<file path="config.mk">
export PLATFORM = sky130hd
export DESIGN_NAME = scan_point_line_clustering_flat
export DESIGN_NICKNAME = d
export VERILOG_FILES = /design/src/rtl/splc_pkg.sv /design/src/rtl/splc_in_if.sv /design/src/rtl/splc_out_if.sv /design/src/rtl/splc_seq.sv /design/src/rtl/splc_bigmul.sv /design/src/rtl/splc_dpath.sv /design/src/rtl/scan_point_line_clustering.sv /design/src/flat_wrapper.sv
export VERILOG_INCLUDE_DIRS = /design/src /design/src/rtl
export SDC_FILE = /design/constraint.sdc
export NUM_CORES = 2
export LEC_CHECK = 0
export BUFFER_PORTS_ARGS = -buffer_cell sky130_fd_sc_hd__buf_4
export CAP_MARGIN = 20
export CORE_UTILIZATION = 50
export CTS_CLUSTER_DIAMETER = 150
export CTS_CLUSTER_SIZE = 28
export DETAILED_ROUTE_END_ITERATION = 7
export PLACE_DENSITY_LB_ADDON = 0.15
export SETUP_SLACK_MARGIN = 0.1
export SYNTH_ARGS = -nofsm -noshare
export SYNTH_HDL_FRONTEND = slang
export SYNTH_SLANG_ARGS = --single-unit
</file>
<file path="constraint.sdc">
create_clock -name clk -period 22.2 [get_ports clk]
set_input_delay 6.66 -clock clk [delete_from_list [all_inputs] [get_ports clk]]
set_output_delay 6.66 -clock clk [all_outputs]
set_load 0.03 [all_outputs]
</file>
<file path="src/rtl/scan_point_line_clustering_assert.svh">
// ----------------------------------------------------------------------------
// Assertion macros for the scan point line clustering block
// Implication checks on the rising clock edge, disabled while in reset.
// ----------------------------------------------------------------------------
`ifndef SCAN_POINT_LINE_CLUSTERING_ASSERT_SVH
`define SCAN_POINT_LINE_CLUSTERING_ASSERT_SVH

// Consequent must hold in the same cycle as the antecedent
`define SPLC_ASSERT_IMP(label, clk, rst_n, ante, cons, msg) \
    label: assert property (@(posedge clk) disable iff (!rst_n) (ante) |-> (cons)) \
        else $error(msg);

// Consequent must hold in the cycle after the antecedent
`define SPLC_ASSERT_NXT(label, clk, rst_n, ante, cons, msg) \
    label: assert property (@(posedge clk) disable iff (!rst_n) (ante) |=> (cons)) \
        else $error(msg);

`endif

</file>
<file path="src/rtl/splc_pkg.sv">
// ----------------------------------------------------------------------------
// splc_pkg
// Shared types, constants and the microcode program of the line clustering
// sequencer.
// ----------------------------------------------------------------------------
package splc_pkg;

    // Widths and defaults
    localparam int COORD_BITS_DEF = 16;
    localparam int CFG_W          = 16;
    localparam int CFG_IDX_W      = 2;
    localparam int DIGIT_W        = 8;
    localparam int QSQ_W          = 2 * CFG_W;

    // Configuration register indexes
    localparam logic [CFG_IDX_W-1:0] CFG_MAX_GAP    = 2'd0;
    localparam logic [CFG_IDX_W-1:0] CFG_ANGLE_GATE = 2'd1;
    localparam logic [CFG_IDX_W-1:0] CFG_LINE_SIM   = 2'd2;

    // Configuration reset values
    localparam logic [CFG_W-1:0] MAX_GAP_RST    = 16'd500;
    localparam logic [CFG_W-1:0] ANGLE_GATE_RST = 16'd50;
    localparam logic [CFG_W-1:0] LINE_SIM_RST   = 16'd58982;

    // Step holds: the step repeats while its hold condition is true
    typedef enum logic [1:0] {
        HOLD_NONE,
        HOLD_NO_INPUT,
        HOLD_MUL_BUSY,
        HOLD_OUT_FULL
    } hold_t;

    // Datapath actions, one per step
    typedef enum logic [4:0] {
        OP_NONE,
        OP_ACCEPT,
        OP_MAC_DXDX,
        OP_MAC_DYDY,
        OP_MAC_LXLX,
        OP_MAC_LYLY,
        OP_MAC_LXDX,
        OP_MAC_LYDY,
        OP_SAVE_DSQ,
        OP_SAVE_LSQ,
        OP_SAVE_ADOT,
        OP_MUL_GAP,
        OP_MUL_GATE,
        OP_MUL_Q,
        OP_SAVE_QSQ,
        OP_MUL_LD,
        OP_SAVE_PLD,
        OP_MUL_RHS,
        OP_SAVE_RHS,
        OP_MUL_DOT,
        OP_JOIN,
        OP_OPEN,
        OP_BREAK,
        OP_FINAL
    } op_t;

    // Jump conditions, tested after the step's action
    typedef enum logic [2:0] {
        JMP_NEVER,
        JMP_ALWAYS,
        JMP_NOT_OPEN,
        JMP_FIRST_EQ_LAST,
        JMP_DSQ_GT_ACC,
        JMP_DSQ_LT_ACC,
        JMP_LHS_GT_RHS,
        JMP_NOT_END
    } jmp_t;

    // Program addresses
    typedef enum logic [5:0] {
        ST_IDLE,
        ST_CHK_OPEN,
        ST_CHK_FIRST,
        ST_DX2,
        ST_DY2,
        ST_SAVE_DSQ,
        ST_GAP_MUL,
        ST_GAP_WAIT,
        ST_GAP_TEST,
        ST_GATE_MUL,
        ST_GATE_WAIT,
        ST_GATE_TEST,
        ST_LX2,
        ST_LY2,
        ST_SAVE_LSQ,
        ST_LXDX,
        ST_LYDY,
        ST_SAVE_ADOT,
        ST_Q_MUL,
        ST_Q_WAIT,
        ST_SAVE_QSQ,
        ST_LD_MUL,
        ST_LD_WAIT,
        ST_SAVE_PLD,
        ST_RHS_MUL,
        ST_RHS_WAIT,
        ST_SAVE_RHS,
        ST_DOT_MUL,
        ST_DOT_WAIT,
        ST_DOT_TEST,
        ST_BREAK,
        ST_JOIN,
        ST_OPEN,
        ST_END_CHK,
        ST_FINAL
    } step_t;

    typedef struct packed {
        hold_t hold;
        op_t   op;
        jmp_t  jmp;
        step_t target;
    } ctl_word_t;

    // Status from the datapath to the sequencer
    typedef struct packed {
        logic in_valid;
        logic mul_busy;
        logic out_full;
        logic open;
        logic first_eq_last;
        logic dsq_gt_acc;
        logic dsq_lt_acc;
        logic lhs_gt_rhs;
        logic end_flag;
    } splc_stat_t;

    function automatic ctl_word_t cw_make(hold_t h, op_t o, jmp_t j, step_t t);
        ctl_word_t w;
        w.hold   = h;
        w.op     = o;
        w.jmp    = j;
        w.target = t;
        return w;
    endfunction

    // Microcode program
    function automatic ctl_word_t ucode_rom(step_t pc);
        ctl_word_t w;
        w = cw_make(HOLD_NONE, OP_NONE, JMP_NEVER, ST_IDLE);
        unique case (pc)
            ST_IDLE:      w = cw_make(HOLD_NO_INPUT, OP_ACCEPT, JMP_NEVER, ST_IDLE);
            ST_CHK_OPEN:  w = cw_make(HOLD_NONE, OP_NONE, JMP_NOT_OPEN, ST_OPEN);
            ST_CHK_FIRST: w = cw_make(HOLD_NONE, OP_NONE, JMP_FIRST_EQ_LAST, ST_JOIN);
            ST_DX2:       w = cw_make(HOLD_NONE, OP_MAC_DXDX, JMP_NEVER, ST_IDLE);
            ST_DY2:       w = cw_make(HOLD_NONE, OP_MAC_DYDY, JMP_NEVER, ST_IDLE);
            ST_SAVE_DSQ:  w = cw_make(HOLD_NONE, OP_SAVE_DSQ, JMP_NEVER, ST_IDLE);
            ST_GAP_MUL:   w = cw_make(HOLD_NONE, OP_MUL_GAP, JMP_NEVER, ST_IDLE);
            ST_GAP_WAIT:  w = cw_make(HOLD_MUL_BUSY, OP_NONE, JMP_NEVER, ST_IDLE);
            ST_GAP_TEST:  w = cw_make(HOLD_NONE, OP_NONE, JMP_DSQ_GT_ACC, ST_BREAK);
            ST_GATE_MUL:  w = cw_make(HOLD_NONE, OP_MUL_GATE, JMP_NEVER, ST_IDLE);
            ST_GATE_WAIT: w = cw_make(HOLD_MUL_BUSY, OP_NONE, JMP_NEVER, ST_IDLE);
            ST_GATE_TEST: w = cw_make(HOLD_NONE, OP_NONE, JMP_DSQ_LT_ACC, ST_JOIN);
            ST_LX2:       w = cw_make(HOLD_NONE, OP_MAC_LXLX, JMP_NEVER, ST_IDLE);
            ST_LY2:       w = cw_make(HOLD_NONE, OP_MAC_LYLY, JMP_NEVER, ST_IDLE);
            ST_SAVE_LSQ:  w = cw_make(HOLD_NONE, OP_SAVE_LSQ, JMP_NEVER, ST_IDLE);
            ST_LXDX:      w = cw_make(HOLD_NONE, OP_MAC_LXDX, JMP_NEVER, ST_IDLE);
            ST_LYDY:      w = cw_make(HOLD_NONE, OP_MAC_LYDY, JMP_NEVER, ST_IDLE);
            ST_SAVE_ADOT: w = cw_make(HOLD_NONE, OP_SAVE_ADOT, JMP_NEVER, ST_IDLE);
            ST_Q_MUL:     w = cw_make(HOLD_NONE, OP_MUL_Q, JMP_NEVER, ST_IDLE);
            ST_Q_WAIT:    w = cw_make(HOLD_MUL_BUSY, OP_NONE, JMP_NEVER, ST_IDLE);
            ST_SAVE_QSQ:  w = cw_make(HOLD_NONE, OP_SAVE_QSQ, JMP_NEVER, ST_IDLE);
            ST_LD_MUL:    w = cw_make(HOLD_NONE, OP_MUL_LD, JMP_NEVER, ST_IDLE);
            ST_LD_WAIT:   w = cw_make(HOLD_MUL_BUSY, OP_NONE, JMP_NEVER, ST_IDLE);
            ST_SAVE_PLD:  w = cw_make(HOLD_NONE, OP_SAVE_PLD, JMP_NEVER, ST_IDLE);
            ST_RHS_MUL:   w = cw_make(HOLD_NONE, OP_MUL_RHS, JMP_NEVER, ST_IDLE);
            ST_RHS_WAIT:  w = cw_make(HOLD_MUL_BUSY, OP_NONE, JMP_NEVER, ST_IDLE);
            ST_SAVE_RHS:  w = cw_make(HOLD_NONE, OP_SAVE_RHS, JMP_NEVER, ST_IDLE);
            ST_DOT_MUL:   w = cw_make(HOLD_NONE, OP_MUL_DOT, JMP_NEVER, ST_IDLE);
            ST_DOT_WAIT:  w = cw_make(HOLD_MUL_BUSY, OP_NONE, JMP_NEVER, ST_IDLE);
            // direction test failing falls through into the break step
            ST_DOT_TEST:  w = cw_make(HOLD_NONE, OP_NONE, JMP_LHS_GT_RHS, ST_JOIN);
            ST_BREAK:     w = cw_make(HOLD_OUT_FULL, OP_BREAK, JMP_ALWAYS, ST_END_CHK);
            ST_JOIN:      w = cw_make(HOLD_NONE, OP_JOIN, JMP_ALWAYS, ST_END_CHK);
            ST_OPEN:      w = cw_make(HOLD_NONE, OP_OPEN, JMP_NEVER, ST_IDLE);
            ST_END_CHK:   w = cw_make(HOLD_NONE, OP_NONE, JMP_NOT_END, ST_IDLE);
            ST_FINAL:     w = cw_make(HOLD_OUT_FULL, OP_FINAL, JMP_ALWAYS, ST_IDLE);
            default:      w = cw_make(HOLD_NONE, OP_NONE, JMP_ALWAYS, ST_IDLE);
        endcase
        return w;
    endfunction

endpackage

</file>
<file path="src/rtl/splc_in_if.sv">
// ----------------------------------------------------------------------------
// splc_in_if
// Scan point channel: one point per transfer, valid/ready handshake.
// ----------------------------------------------------------------------------
interface splc_in_if
    import splc_pkg::*;
#(
    parameter int COORD_BITS = COORD_BITS_DEF
) ();

    logic                         valid;
    logic                         ready;
    logic signed [COORD_BITS-1:0] point_x;
    logic signed [COORD_BITS-1:0] point_y;
    logic                         scan_end;

    modport source (output valid, output point_x, output point_y, output scan_end,
                    input ready);
    modport sink   (input valid, input point_x, input point_y, input scan_end,
                    output ready);

endinterface

</file>
<file path="src/rtl/splc_out_if.sv">
// ----------------------------------------------------------------------------
// splc_out_if
// Segment channel: one line segment per transfer, valid/ready handshake.
// ----------------------------------------------------------------------------
interface splc_out_if
    import splc_pkg::*;
#(
    parameter int COORD_BITS = COORD_BITS_DEF
) ();

    logic                         valid;
    logic                         ready;
    logic signed [COORD_BITS-1:0] seg_start_x;
    logic signed [COORD_BITS-1:0] seg_start_y;
    logic signed [COORD_BITS-1:0] seg_end_x;
    logic signed [COORD_BITS-1:0] seg_end_y;
    logic                         final_segment;

    modport source (output valid, output seg_start_x, output seg_start_y,
                    output seg_end_x, output seg_end_y, output final_segment,
                    input ready);
    modport sink   (input valid, input seg_start_x, input seg_start_y,
                    input seg_end_x, input seg_end_y, input final_segment,
                    output ready);

endinterface

</file>
<file path="src/rtl/splc_seq.sv">
// ----------------------------------------------------------------------------
// splc_seq
// Microcode sequencer: step counter, program table, hold and jump logic.
// ----------------------------------------------------------------------------
module splc_seq
    import splc_pkg::*;
(
    input  logic       clk,
    input  logic       rst_n,
    input  splc_stat_t stat,
    output ctl_word_t  cw,
    output logic       fire,
    output step_t      pc
);

    step_t pc_reg;
    step_t pc_next;
    logic  held;
    logic  taken;

    // Current control word
    assign cw   = ucode_rom(pc_reg);
    assign fire = !held;
    assign pc   = pc_reg;

    // Hold, jump and next step
    always_comb
    begin
        unique case (cw.hold)
            HOLD_NONE:     held = 1'b0;
            HOLD_NO_INPUT: held = !stat.in_valid;
            HOLD_MUL_BUSY: held = stat.mul_busy;
            HOLD_OUT_FULL: held = stat.out_full;
            default:       held = 1'b0;
        endcase

        unique case (cw.jmp)
            JMP_NEVER:         taken = 1'b0;
            JMP_ALWAYS:        taken = 1'b1;
            JMP_NOT_OPEN:      taken = !stat.open;
            JMP_FIRST_EQ_LAST: taken = stat.first_eq_last;
            JMP_DSQ_GT_ACC:    taken = stat.dsq_gt_acc;
            JMP_DSQ_LT_ACC:    taken = stat.dsq_lt_acc;
            JMP_LHS_GT_RHS:    taken = stat.lhs_gt_rhs;
            JMP_NOT_END:       taken = !stat.end_flag;
            default:           taken = 1'b0;
        endcase

        if (held)
        begin
            pc_next = pc_reg;
        end
        else if (taken)
        begin
            pc_next = cw.target;
        end
        else
        begin
            pc_next = step_t'(pc_reg + 1'b1);
        end
    end

    // Step counter
    always_ff @(posedge clk or negedge rst_n)
    begin
        if (!rst_n)
        begin
            pc_reg <= ST_IDLE;
        end
        else
        begin
            pc_reg <= pc_next;
        end
    end

endmodule

</file>
<file path="src/rtl/splc_bigmul.sv">
// ----------------------------------------------------------------------------
// splc_bigmul
// Digit-serial wide multiplier: one 8-bit digit of b per cycle, most
// significant digit first, accumulating into a wide product register.
// ----------------------------------------------------------------------------
module splc_bigmul
    import splc_pkg::*;
#(
    parameter int A_W = 4 * COORD_BITS_DEF + 4,
    parameter int B_W = 40,
    parameter int R_W = 4 * COORD_BITS_DEF + 36
) (
    input  logic           clk,
    input  logic           rst_n,
    input  logic           start,
    input  logic [A_W-1:0] a,
    input  logic [B_W-1:0] b,
    output logic           busy,
    output logic [R_W-1:0] acc
);

    localparam int NDIG  = B_W / DIGIT_W;
    localparam int CNT_W = $clog2(NDIG + 1);

    logic [A_W-1:0]         a_reg;
    logic [A_W-1:0]         a_next;
    logic [B_W-1:0]         b_reg;
    logic [B_W-1:0]         b_next;
    logic [R_W-1:0]         acc_reg;
    logic [R_W-1:0]         acc_next;
    logic [CNT_W-1:0]       cnt_reg;
    logic [CNT_W-1:0]       cnt_next;
    logic                   busy_reg;
    logic                   busy_next;
    logic [A_W+DIGIT_W-1:0] part;

    // One digit partial product
    assign part = a_reg * b_reg[B_W-1 -: DIGIT_W];

    always_comb
    begin
        a_next    = a_reg;
        b_next    = b_reg;
        acc_next  = acc_reg;
        cnt_next  = cnt_reg;
        busy_next = busy_reg;
        if (start)
        begin
            a_next    = a;
            b_next    = b;
            acc_next  = '0;
            cnt_next  = CNT_W'(NDIG);
            busy_next = 1'b1;
        end
        else if (busy_reg)
        begin
            acc_next = (acc_reg << DIGIT_W) + R_W'(part);
            b_next   = b_reg << DIGIT_W;
            cnt_next = cnt_reg - 1'b1;
            if (cnt_reg == CNT_W'(1))
            begin
                busy_next = 1'b0;
            end
        end
    end

    // Control state
    always_ff @(posedge clk or negedge rst_n)
    begin
        if (!rst_n)
        begin
            cnt_reg  <= '0;
            busy_reg <= 1'b0;
        end
        else
        begin
            cnt_reg  <= cnt_next;
            busy_reg <= busy_next;
        end
    end

    // Operands and product
    always_ff @(posedge clk)
    begin
        a_reg   <= a_next;
        b_reg   <= b_next;
        acc_reg <= acc_next;
    end

    assign busy = busy_reg;
    assign acc  = acc_reg;

endmodule

</file>
<file path="src/rtl/splc_dpath.sv">
// ----------------------------------------------------------------------------
// splc_dpath
// Datapath: cluster endpoints, signed multiply-accumulate, join-test
// operands, configuration registers and the segment output register.
// ----------------------------------------------------------------------------
module splc_dpath
    import splc_pkg::*;
#(
    parameter  int COORD_BITS = COORD_BITS_DEF,
    localparam int SW         = 2 * COORD_BITS + 2,
    localparam int AW         = 4 * COORD_BITS + 4,
    localparam int BW         = DIGIT_W * (((SW > QSQ_W ? SW : QSQ_W) + DIGIT_W - 1) / DIGIT_W),
    localparam int RW         = AW + QSQ_W
) (
    input  logic                 clk,
    input  logic                 rst_n,
    input  ctl_word_t            cw,
    input  logic                 fire,
    output splc_stat_t           stat,
    splc_in_if.sink              point,
    splc_out_if.source           segment,
    input  logic                 wr_en,
    input  logic [CFG_IDX_W-1:0] wr_index,
    input  logic [CFG_W-1:0]     wr_data,
    output logic                 mul_start,
    output logic [AW-1:0]        mul_a,
    output logic [BW-1:0]        mul_b,
    input  logic                 mul_busy,
    input  logic [RW-1:0]        mul_acc
);

    localparam int CB = COORD_BITS;
    localparam int DW = CB + 1;
    localparam int MW = 2 * DW + 1;

    // Point and cluster registers
    logic signed [CB-1:0] cur_x_reg, cur_x_next, cur_y_reg, cur_y_next;
    logic                 end_reg, end_next;
    logic signed [CB-1:0] first_x_reg, first_x_next, first_y_reg, first_y_next;
    logic signed [CB-1:0] last_x_reg, last_x_next, last_y_reg, last_y_next;
    logic                 open_reg, open_next;

    // Arithmetic registers
    logic signed [MW-1:0] mac_reg, mac_next;
    logic [SW-1:0]        dsq_reg, dsq_next, lsq_reg, lsq_next, adot_reg, adot_next;
    logic [QSQ_W-1:0]     qsq_reg, qsq_next;
    logic [AW-1:0]        pld_reg, pld_next;
    logic [RW-1:0]        rhs_reg, rhs_next;

    // Configuration
    logic [CFG_W-1:0] gap_reg, gap_next, gate_reg, gate_next, sim_reg, sim_next;

    // Output register
    logic signed [CB-1:0] sx_reg, sx_next, sy_reg, sy_next;
    logic signed [CB-1:0] ex_reg, ex_next, ey_reg, ey_next;
    logic                 fin_reg, fin_next;
    logic                 oval_reg, oval_next;

    // Combinational helpers
    logic signed [DW-1:0]   dx, dy, lx, ly;
    logic signed [DW-1:0]   mac_a, mac_b;
    logic signed [2*DW-1:0] prod;
    logic                   mac_en, mac_clr;
    logic signed [MW-1:0]   mac_abs;

    // Step vectors
    assign dx = DW'(cur_x_reg) - DW'(last_x_reg);
    assign dy = DW'(cur_y_reg) - DW'(last_y_reg);
    assign lx = DW'(last_x_reg) - DW'(first_x_reg);
    assign ly = DW'(last_y_reg) - DW'(first_y_reg);

    assign prod    = mac_a * mac_b;
    assign mac_abs = mac_reg[MW-1] ? -mac_reg : mac_reg;

    // Handshake and status
    assign point.ready = (cw.op == OP_ACCEPT);

    assign stat.in_valid      = point.valid;
    assign stat.mul_busy      = mul_busy;
    assign stat.out_full      = oval_reg;
    assign stat.open          = open_reg;
    assign stat.first_eq_last = (first_x_reg == last_x_reg) && (first_y_reg == last_y_reg);
    assign stat.dsq_gt_acc    = RW'(dsq_reg) > mul_acc;
    assign stat.dsq_lt_acc    = RW'(dsq_reg) < mul_acc;
    assign stat.lhs_gt_rhs    = {mul_acc[AW-1:0], {QSQ_W{1'b0}}} > rhs_reg;
    assign stat.end_flag      = end_reg;

    // Operand selection for the multiply-accumulate and the wide multiplier
    always_comb
    begin
        mac_en    = 1'b0;
        mac_clr   = 1'b0;
        mac_a     = dx;
        mac_b     = dx;
        mul_start = 1'b0;
        mul_a     = AW'(gap_reg);
        mul_b     = BW'(gap_reg);
        if (fire)
        begin
            unique case (cw.op) inside
                OP_MAC_DXDX:
                begin
                    mac_en  = 1'b1;
                    mac_clr = 1'b1;
                end
                OP_MAC_DYDY:
                begin
                    mac_en = 1'b1;
                    mac_a  = dy;
                    mac_b  = dy;
                end
                OP_MAC_LXLX:
                begin
                    mac_en  = 1'b1;
                    mac_clr = 1'b1;
                    mac_a   = lx;
                    mac_b   = lx;
                end
                OP_MAC_LYLY:
                begin
                    mac_en = 1'b1;
                    mac_a  = ly;
                    mac_b  = ly;
                end
                OP_MAC_LXDX:
                begin
                    mac_en  = 1'b1;
                    mac_clr = 1'b1;
                    mac_a   = lx;
                end
                OP_MAC_LYDY:
                begin
                    mac_en = 1'b1;
                    mac_a  = ly;
                    mac_b  = dy;
                end
                OP_MUL_GAP:
                begin
                    mul_start = 1'b1;
                end
                OP_MUL_GATE:
                begin
                    mul_start = 1'b1;
                    mul_a     = AW'(gate_reg);
                    mul_b     = BW'(gate_reg);
                end
                OP_MUL_Q:
                begin
                    mul_start = 1'b1;
                    mul_a     = AW'(sim_reg);
                    mul_b     = BW'(sim_reg);
                end
                OP_MUL_LD:
                begin
                    mul_start = 1'b1;
                    mul_a     = AW'(lsq_reg);
                    mul_b     = BW'(dsq_reg);
                end
                OP_MUL_RHS:
                begin
                    mul_start = 1'b1;
                    mul_a     = pld_reg;
                    mul_b     = BW'(qsq_reg);
                end
                OP_MUL_DOT:
                begin
                    mul_start = 1'b1;
                    mul_a     = AW'(adot_reg);
                    mul_b     = BW'(adot_reg);
                end
                default:
                begin
                    mac_en = 1'b0;
                end
            endcase
        end
    end

    // Next state of registers
    always_comb
    begin
        cur_x_next   = cur_x_reg;
        cur_y_next   = cur_y_reg;
        end_next     = end_reg;
        first_x_next = first_x_reg;
        first_y_next = first_y_reg;
        last_x_next  = last_x_reg;
        last_y_next  = last_y_reg;
        open_next    = open_reg;
        mac_next     = mac_reg;
        dsq_next     = dsq_reg;
        lsq_next     = lsq_reg;
        adot_next    = adot_reg;
        qsq_next     = qsq_reg;
        pld_next     = pld_reg;
        rhs_next     = rhs_reg;
        gap_next     = gap_reg;
        gate_next    = gate_reg;
        sim_next     = sim_reg;
        sx_next      = sx_reg;
        sy_next      = sy_reg;
        ex_next      = ex_reg;
        ey_next      = ey_reg;
        fin_next     = fin_reg;
        oval_next    = oval_reg;

        // segment leaves on an output transfer
        if (segment.ready)
        begin
            oval_next = 1'b0;
        end

        if (mac_en)
        begin
            mac_next = (mac_clr ? MW'(0) : mac_reg) + MW'(prod);
        end

        if (fire)
        begin
            unique case (cw.op) inside
                OP_ACCEPT:
                begin
                    cur_x_next = point.point_x;
                    cur_y_next = point.point_y;
                    end_next   = point.scan_end;
                end
                OP_SAVE_DSQ:  dsq_next  = mac_reg[SW-1:0];
                OP_SAVE_LSQ:  lsq_next  = mac_reg[SW-1:0];
                OP_SAVE_ADOT: adot_next = mac_abs[SW-1:0];
                OP_SAVE_QSQ:  qsq_next  = mul_acc[QSQ_W-1:0];
                OP_SAVE_PLD:  pld_next  = mul_acc[AW-1:0];
                OP_SAVE_RHS:  rhs_next  = mul_acc;
                OP_JOIN:
                begin
                    last_x_next = cur_x_reg;
                    last_y_next = cur_y_reg;
                end
                OP_OPEN:
                begin
                    first_x_next = cur_x_reg;
                    first_y_next = cur_y_reg;
                    last_x_next  = cur_x_reg;
                    last_y_next  = cur_y_reg;
                    open_next    = 1'b1;
                end
                OP_BREAK:
                begin
                    // emit the broken cluster, restart at the new point
                    sx_next      = first_x_reg;
                    sy_next      = first_y_reg;
                    ex_next      = last_x_reg;
                    ey_next      = last_y_reg;
                    fin_next     = 1'b0;
                    oval_next    = 1'b1;
                    first_x_next = cur_x_reg;
                    first_y_next = cur_y_reg;
                    last_x_next  = cur_x_reg;
                    last_y_next  = cur_y_reg;
                end
                OP_FINAL:
                begin
                    sx_next   = first_x_reg;
                    sy_next   = first_y_reg;
                    ex_next   = last_x_reg;
                    ey_next   = last_y_reg;
                    fin_next  = 1'b1;
                    oval_next = 1'b1;
                    open_next = 1'b0;
                end
                default:
                begin
                    end_next = end_reg;
                end
            endcase
        end

        // configuration writes
        if (wr_en)
        begin
            case (wr_index)
                CFG_MAX_GAP:    gap_next  = wr_data;
                CFG_ANGLE_GATE: gate_next = wr_data;
                CFG_LINE_SIM:   sim_next  = wr_data;
                default:        gap_next  = gap_reg;
            endcase
        end
    end

    // Control and configuration registers
    always_ff @(posedge clk or negedge rst_n)
    begin
        if (!rst_n)
        begin
            open_reg    <= 1'b0;
            oval_reg    <= 1'b0;
            gap_reg     <= MAX_GAP_RST;
            gate_reg    <= ANGLE_GATE_RST;
            sim_reg     <= LINE_SIM_RST;
            first_x_reg <= '0;
            first_y_reg <= '0;
            last_x_reg  <= '0;
            last_y_reg  <= '0;
        end
        else
        begin
            open_reg    <= open_next;
            oval_reg    <= oval_next;
            gap_reg     <= gap_next;
            gate_reg    <= gate_next;
            sim_reg     <= sim_next;
            first_x_reg <= first_x_next;
            first_y_reg <= first_y_next;
            last_x_reg  <= last_x_next;
            last_y_reg  <= last_y_next;
        end
    end

    // Payload registers
    always_ff @(posedge clk)
    begin
        cur_x_reg <= cur_x_next;
        cur_y_reg <= cur_y_next;
        end_reg   <= end_next;
        mac_reg   <= mac_next;
        dsq_reg   <= dsq_next;
        lsq_reg   <= lsq_next;
        adot_reg  <= adot_next;
        qsq_reg   <= qsq_next;
        pld_reg   <= pld_next;
        rhs_reg   <= rhs_next;
        sx_reg    <= sx_next;
        sy_reg    <= sy_next;
        ex_reg    <= ex_next;
        ey_reg    <= ey_next;
        fin_reg   <= fin_next;
    end

    // Output channel
    assign segment.valid         = oval_reg;
    assign segment.seg_start_x   = sx_reg;
    assign segment.seg_start_y   = sy_reg;
    assign segment.seg_end_x     = ex_reg;
    assign segment.seg_end_y     = ey_reg;
    assign segment.final_segment = fin_reg;

endmodule

</file>
<file path="src/rtl/scan_point_line_clustering.sv">
// ----------------------------------------------------------------------------
// scan_point_line_clustering
// Rate: one point at a time. A point opens a cluster, joins one whose ends
// coincide, or goes through a full join test of six shared multiplier passes,
// each over ND = ceil(max(2*COORD_BITS+2, 32)/8) digits of its b operand.
// Scan end adds a final emit step; emit steps wait while the segment register is full.
// A segment is valid the cycle after its emit step. Reset is asynchronous,
// active low, and leaves no cluster open and defaults loaded.
// ----------------------------------------------------------------------------
`include "scan_point_line_clustering_assert.svh"

module scan_point_line_clustering
    import splc_pkg::*;
#(
    parameter  int COORD_BITS = COORD_BITS_DEF,
    localparam int SW         = 2 * COORD_BITS + 2,
    localparam int AW         = 4 * COORD_BITS + 4,
    localparam int BW         = DIGIT_W * (((SW > QSQ_W ? SW : QSQ_W) + DIGIT_W - 1) / DIGIT_W),
    localparam int RW         = AW + QSQ_W
) (
    input  logic                 clk,
    input  logic                 rst_n,
    splc_in_if.sink              point,
    splc_out_if.source           segment,
    input  logic                 wr_en,
    input  logic [CFG_IDX_W-1:0] wr_index,
    input  logic [CFG_W-1:0]     wr_data
);

    splc_stat_t    stat;
    ctl_word_t     cw;
    logic          fire;
    step_t         pc;
    logic          mul_start;
    logic [AW-1:0] mul_a;
    logic [BW-1:0] mul_b;
    logic          mul_busy;
    logic [RW-1:0] mul_acc;

    // Program sequencer
    splc_seq u_seq (
        .clk   (clk),
        .rst_n (rst_n),
        .stat  (stat),
        .cw    (cw),
        .fire  (fire),
        .pc    (pc)
    );

    // Shared wide multiplier
    splc_bigmul #(
        .A_W (AW),
        .B_W (BW),
        .R_W (RW)
    ) u_bigmul (
        .clk   (clk),
        .rst_n (rst_n),
        .start (mul_start),
        .a     (mul_a),
        .b     (mul_b),
        .busy  (mul_busy),
        .acc   (mul_acc)
    );

    // Datapath
    splc_dpath #(
        .COORD_BITS (COORD_BITS)
    ) u_dpath (
        .clk       (clk),
        .rst_n     (rst_n),
        .cw        (cw),
        .fire      (fire),
        .stat      (stat),
        .point     (point),
        .segment   (segment),
        .wr_en     (wr_en),
        .wr_index  (wr_index),
        .wr_data   (wr_data),
        .mul_start (mul_start),
        .mul_a     (mul_a),
        .mul_b     (mul_b),
        .mul_busy  (mul_busy),
        .mul_acc   (mul_acc)
    );

    // Checks
    `SPLC_ASSERT_IMP(a_accept_at_idle, clk, rst_n, point.valid && point.ready, pc == ST_IDLE, "point transfer outside the idle step")
    `SPLC_ASSERT_IMP(a_mul_start_free, clk, rst_n, mul_start, !mul_busy, "multiplier restarted while busy")
    `SPLC_ASSERT_IMP(a_mul_busy_waits, clk, rst_n, mul_busy, pc == ST_GAP_WAIT || pc == ST_GATE_WAIT || pc == ST_Q_WAIT || pc == ST_LD_WAIT || pc == ST_RHS_WAIT || pc == ST_DOT_WAIT, "multiplier busy outside a wait step")
    `SPLC_ASSERT_NXT(a_no_emit_on_accept, clk, rst_n, point.valid && point.ready, !$rose(segment.valid), "segment loaded right after a point transfer")

endmodule
</file>
<file path="src/flat_wrapper.sv">
// flat-port wrapper written by rule: the top's interface ports become plain ports
module scan_point_line_clustering_flat import splc_pkg::*;
#(
    parameter  int COORD_BITS = COORD_BITS_DEF,
    localparam int SW         = 2 * COORD_BITS + 2,
    localparam int AW         = 4 * COORD_BITS + 4,
    localparam int BW         = DIGIT_W * (((SW > QSQ_W ? SW : QSQ_W) + DIGIT_W - 1) / DIGIT_W),
    localparam int RW         = AW + QSQ_W
)
  (clk, rst_n, wr_en, wr_index, wr_data, point_valid, point_point_x, point_point_y, point_scan_end, point_ready, segment_valid, segment_seg_start_x, segment_seg_start_y, segment_seg_end_x, segment_seg_end_y, segment_final_segment, segment_ready);
  splc_in_if #(.COORD_BITS(COORD_BITS)) point_i ();
  splc_out_if #(.COORD_BITS(COORD_BITS)) segment_i ();
  input  logic clk;
  input  logic rst_n;
  input  logic wr_en;
  input  logic [CFG_IDX_W-1:0] wr_index;
  input  logic [CFG_W-1:0] wr_data;
  input wire logic [$bits(point_i.valid)-1:0] point_valid;
  input wire logic [$bits(point_i.point_x)-1:0] point_point_x;
  input wire logic [$bits(point_i.point_y)-1:0] point_point_y;
  input wire logic [$bits(point_i.scan_end)-1:0] point_scan_end;
  output wire logic [$bits(point_i.ready)-1:0] point_ready;
  output wire logic [$bits(segment_i.valid)-1:0] segment_valid;
  output wire logic [$bits(segment_i.seg_start_x)-1:0] segment_seg_start_x;
  output wire logic [$bits(segment_i.seg_start_y)-1:0] segment_seg_start_y;
  output wire logic [$bits(segment_i.seg_end_x)-1:0] segment_seg_end_x;
  output wire logic [$bits(segment_i.seg_end_y)-1:0] segment_seg_end_y;
  output wire logic [$bits(segment_i.final_segment)-1:0] segment_final_segment;
  input wire logic [$bits(segment_i.ready)-1:0] segment_ready;
  assign point_i.valid = point_valid;
  assign point_i.point_x = point_point_x;
  assign point_i.point_y = point_point_y;
  assign point_i.scan_end = point_scan_end;
  assign point_ready = point_i.ready;
  assign segment_valid = segment_i.valid;
  assign segment_seg_start_x = segment_i.seg_start_x;
  assign segment_seg_start_y = segment_i.seg_start_y;
  assign segment_seg_end_x = segment_i.seg_end_x;
  assign segment_seg_end_y = segment_i.seg_end_y;
  assign segment_final_segment = segment_i.final_segment;
  assign segment_i.ready = segment_ready;
  scan_point_line_clustering #(.COORD_BITS(COORD_BITS)) u_core (.clk(clk), .rst_n(rst_n), .point(point_i), .segment(segment_i), .wr_en(wr_en), .wr_index(wr_index), .wr_data(wr_data));
endmodule
</file>
==> summary.txt <==
Most instantiated library cell after synthesis - inv_1
Layout cells sized above 1 - 7.19%
Register area share after synthesis - 32.4%
CTS tree - yes
FF+latch count, synth - 767
Clk slew on worst S/H paths - 0.12 ns
# DRC - 0
Nets - 7739
RSZ-0062 raised after global routing - false
Antenna Nets Post-Route - 0
Xor/xnor share of the synthesized area - 2.79%
Antenna violations before repair - 6
Startpoint Class - primary input
Seq. cell area - 0.0214 mm²
CTS buffer count - 35
Clk buf depth - 3
GPL Wtd Cong - 0.911
Synth Cell Area - 0.0663 mm²
Multi-input logic area - 0.0397 mm²
Area contributors post-synth - fa_1 (25%), edfxtp_1 (25%), ha_1 (7.3%)
WL final - 188 mm
Met3 Use GR - 3.11%
Syn avg cell area - 10.3 µm²
Die H - 366 µm
Core area - 0.131 mm²
Outcome - finished, final reports clean
Largest family of logic cells by synthesized area - adder cells
Setup TNS - 0 ns
Fin area - 0.0704 mm²
Critical Path End Type - flop
Synth top cells by count - inv_1 (1125), fa_1 (815), nand2_1 (678)
Die X - 366 µm
Final hold violation count - 0
Adder-cell share of the synthesized area - 31.9%
Via count - 46856
Final HPWL DP - 144 mm
Tmin final - 14.73 ns
Fmax - 67.9 MHz
Mux cell area share after synthesis - 2.48%
I/O pin cnt - 123
Initial Utilization - 50.4%
HP Class - flop to flop
Area leader, netlist - fa_1
Synthesis-to-layout area growth - 6.26%
Final setup skew - 0.0428 ns
Crit Path Category - primary input to flop
Hold slack - 0.478 ns
Cts hold-fix bufs - 0
FP Rows - 133
Share of the synthesized area in the top cell type - 24.6%
Worst slew pin tran - 1.13 ns
Synthesis Warnings - 0
Complex-gate fraction of the synthesized area - 9.67%
DR iter-0 viols - 4017
Largest net degree at the start of global routing - 74
Number of global-route vias before repair - 48494
Post-Syn Nets - 7711
Post_cts resized - 0
Clock sinks - 767
Total grt overflow - 0
Critical Path RT - 22.61 ns
Setup violations, final - 0
GR Util All Layers - 28.4%
Syn Inst Count - 6455
Maxcap violations - 0
GR peak layer - met2
Post-CTS setup-driven buffer insertion count - 0
Top_reg_cell synth - edfxtp_1
Filler cells - 11744
I/O Buffers - 122
CP max FO - 40
Grt met1 use - 40.5%
H-Tree Depth - 2
Number of synthesized flops with an enable pin - 543
Met2 Usage GRT - 46.1%
Drt wl/cell - 22.8 µm
Vias per cell - 5.67
First-pass GRT wire length - 293 mm
Post-placement cell area - 0.0692 mm²
Drt pass-1 iters - 8
Clk_lat worst skew - 0.67 ns
Crit path DAT - 15.14 ns
Synth Area in Simple Gates - 12.9%
FFs w/ async S/R, synth - 16.2%
Die ar. - 0.134 mm²
Yosys cell types - 100
Root Driver - clkbuf_16
Relative slew margins - 23.9%
Reg2reg setup slack - 11.18 ns
Period Utilization, post-route - 66.4%
Final slew viol count - 0
## cell families after synthesis
| kind of cell | count (synthesis) |
|---|---|
| adders and majority gates | 1200 |
| and+or+nand+nor | 1810 |
| buffers and inverters | 1360 |
| AOI/OAI and AO/OA | 962 |
| muxes | 145 |
| DFF | 767 |
| xor gates and xnor gates | 211 |
## through the flow
stage,utilization (%),worst slack (ns),std cells
after global placement,52.7,6.65,8197
after global routing,53.5,6.93,8264
after detailed placement,52.7,6.82,8199
after floorplan,-,5.69,6455
after CTS,53.5,7.53,8262
final,53.6,7.47,8265
## cells in the final DEF (no fill, tap or decap), types with 153 or more instances in the layout
master | synthesis | routed
a21oi_1 | 272 | 271
and2_1 | 306 | 306
buf_4 | 7 | 220
edfxtp_1 | 543 | 543
fa_1 | 815 | 815
ha_1 | 385 | 385
inv_1 | 1125 | 1124
nand2_1 | 678 | 678
nor2_1 | 428 | 416
o21ai_0 | 175 | 174
xnor2_1 | 153 | 153
## final timing paths
path                                         start                             end  cells after the start
max                                    point_valid      u_core.u_dpath.mac_reg[33]                     28
max reg2reg                     u_core.u_seq.pc[1]      u_core.u_dpath.mac_reg[33]                     34
min reg2reg                u_core.u_bigmul.acc[96]      u_core.u_dpath.rhs_reg[96]                      0
min in group asynchronous                    rst_n  u_core.u_dpath.first_y_reg[12]                      1
max in group asynchronous                    rst_n            u_core.u_bigmul.busy                      2
min                        u_core.u_bigmul.acc[96]      u_core.u_dpath.rhs_reg[96]                      0
## worst max-delay path, stage by stage
cell and delay [ns]:
buf_4 0.11, nor2b_1 0.13, o311a_4 0.56, a21o_1 0.59, a21oi_1 0.13, a21oi_1 0.92, nand2_1 0.19, fa_1 0.55
inv_1 0.06, fa_1 0.45, ha_1 0.29, inv_1 0.05, fa_1 0.49, inv_1 0.05, fa_1 0.48, inv_1 0.06
fa_1 0.53, inv_1 0.04, ha_1 0.22, or3_1 0.40, a211oi_1 0.22, a211oi_1 0.22, a31o_2 0.36, a41oi_1 0.37
o221ai_1 0.22, a41o_1 0.29, o41ai_1 0.37, xnor2_1 0.11
## area by class of cell
class                           count  area share, %
Clock buffer                       54           1.37
Timing Repair Buffer              223           2.43
Multi-Input combinational cell   4328           56.4
Clock inverter                      9          0.201
Antenna cell                        1        0.00355
Inverter                         1128           6.02
Sequential cell                   767           30.5
Tap cell                         1755           3.12
## per-layer routing
| metal | vias up | share of wire (%) |
|---|---|---|
| li1 | 21132 | - |
| met1 | 23909 | 44 |
| met2 | 1586 | 47 |
| met3 | 229 | 6.5 |
| met4 | 0 | 2.7 |
| met5 | - | 0 |
Power is left out: the tool's default activity adds up to more than one toggle a clock period on the data nets, which glitch-free logic cannot reach.
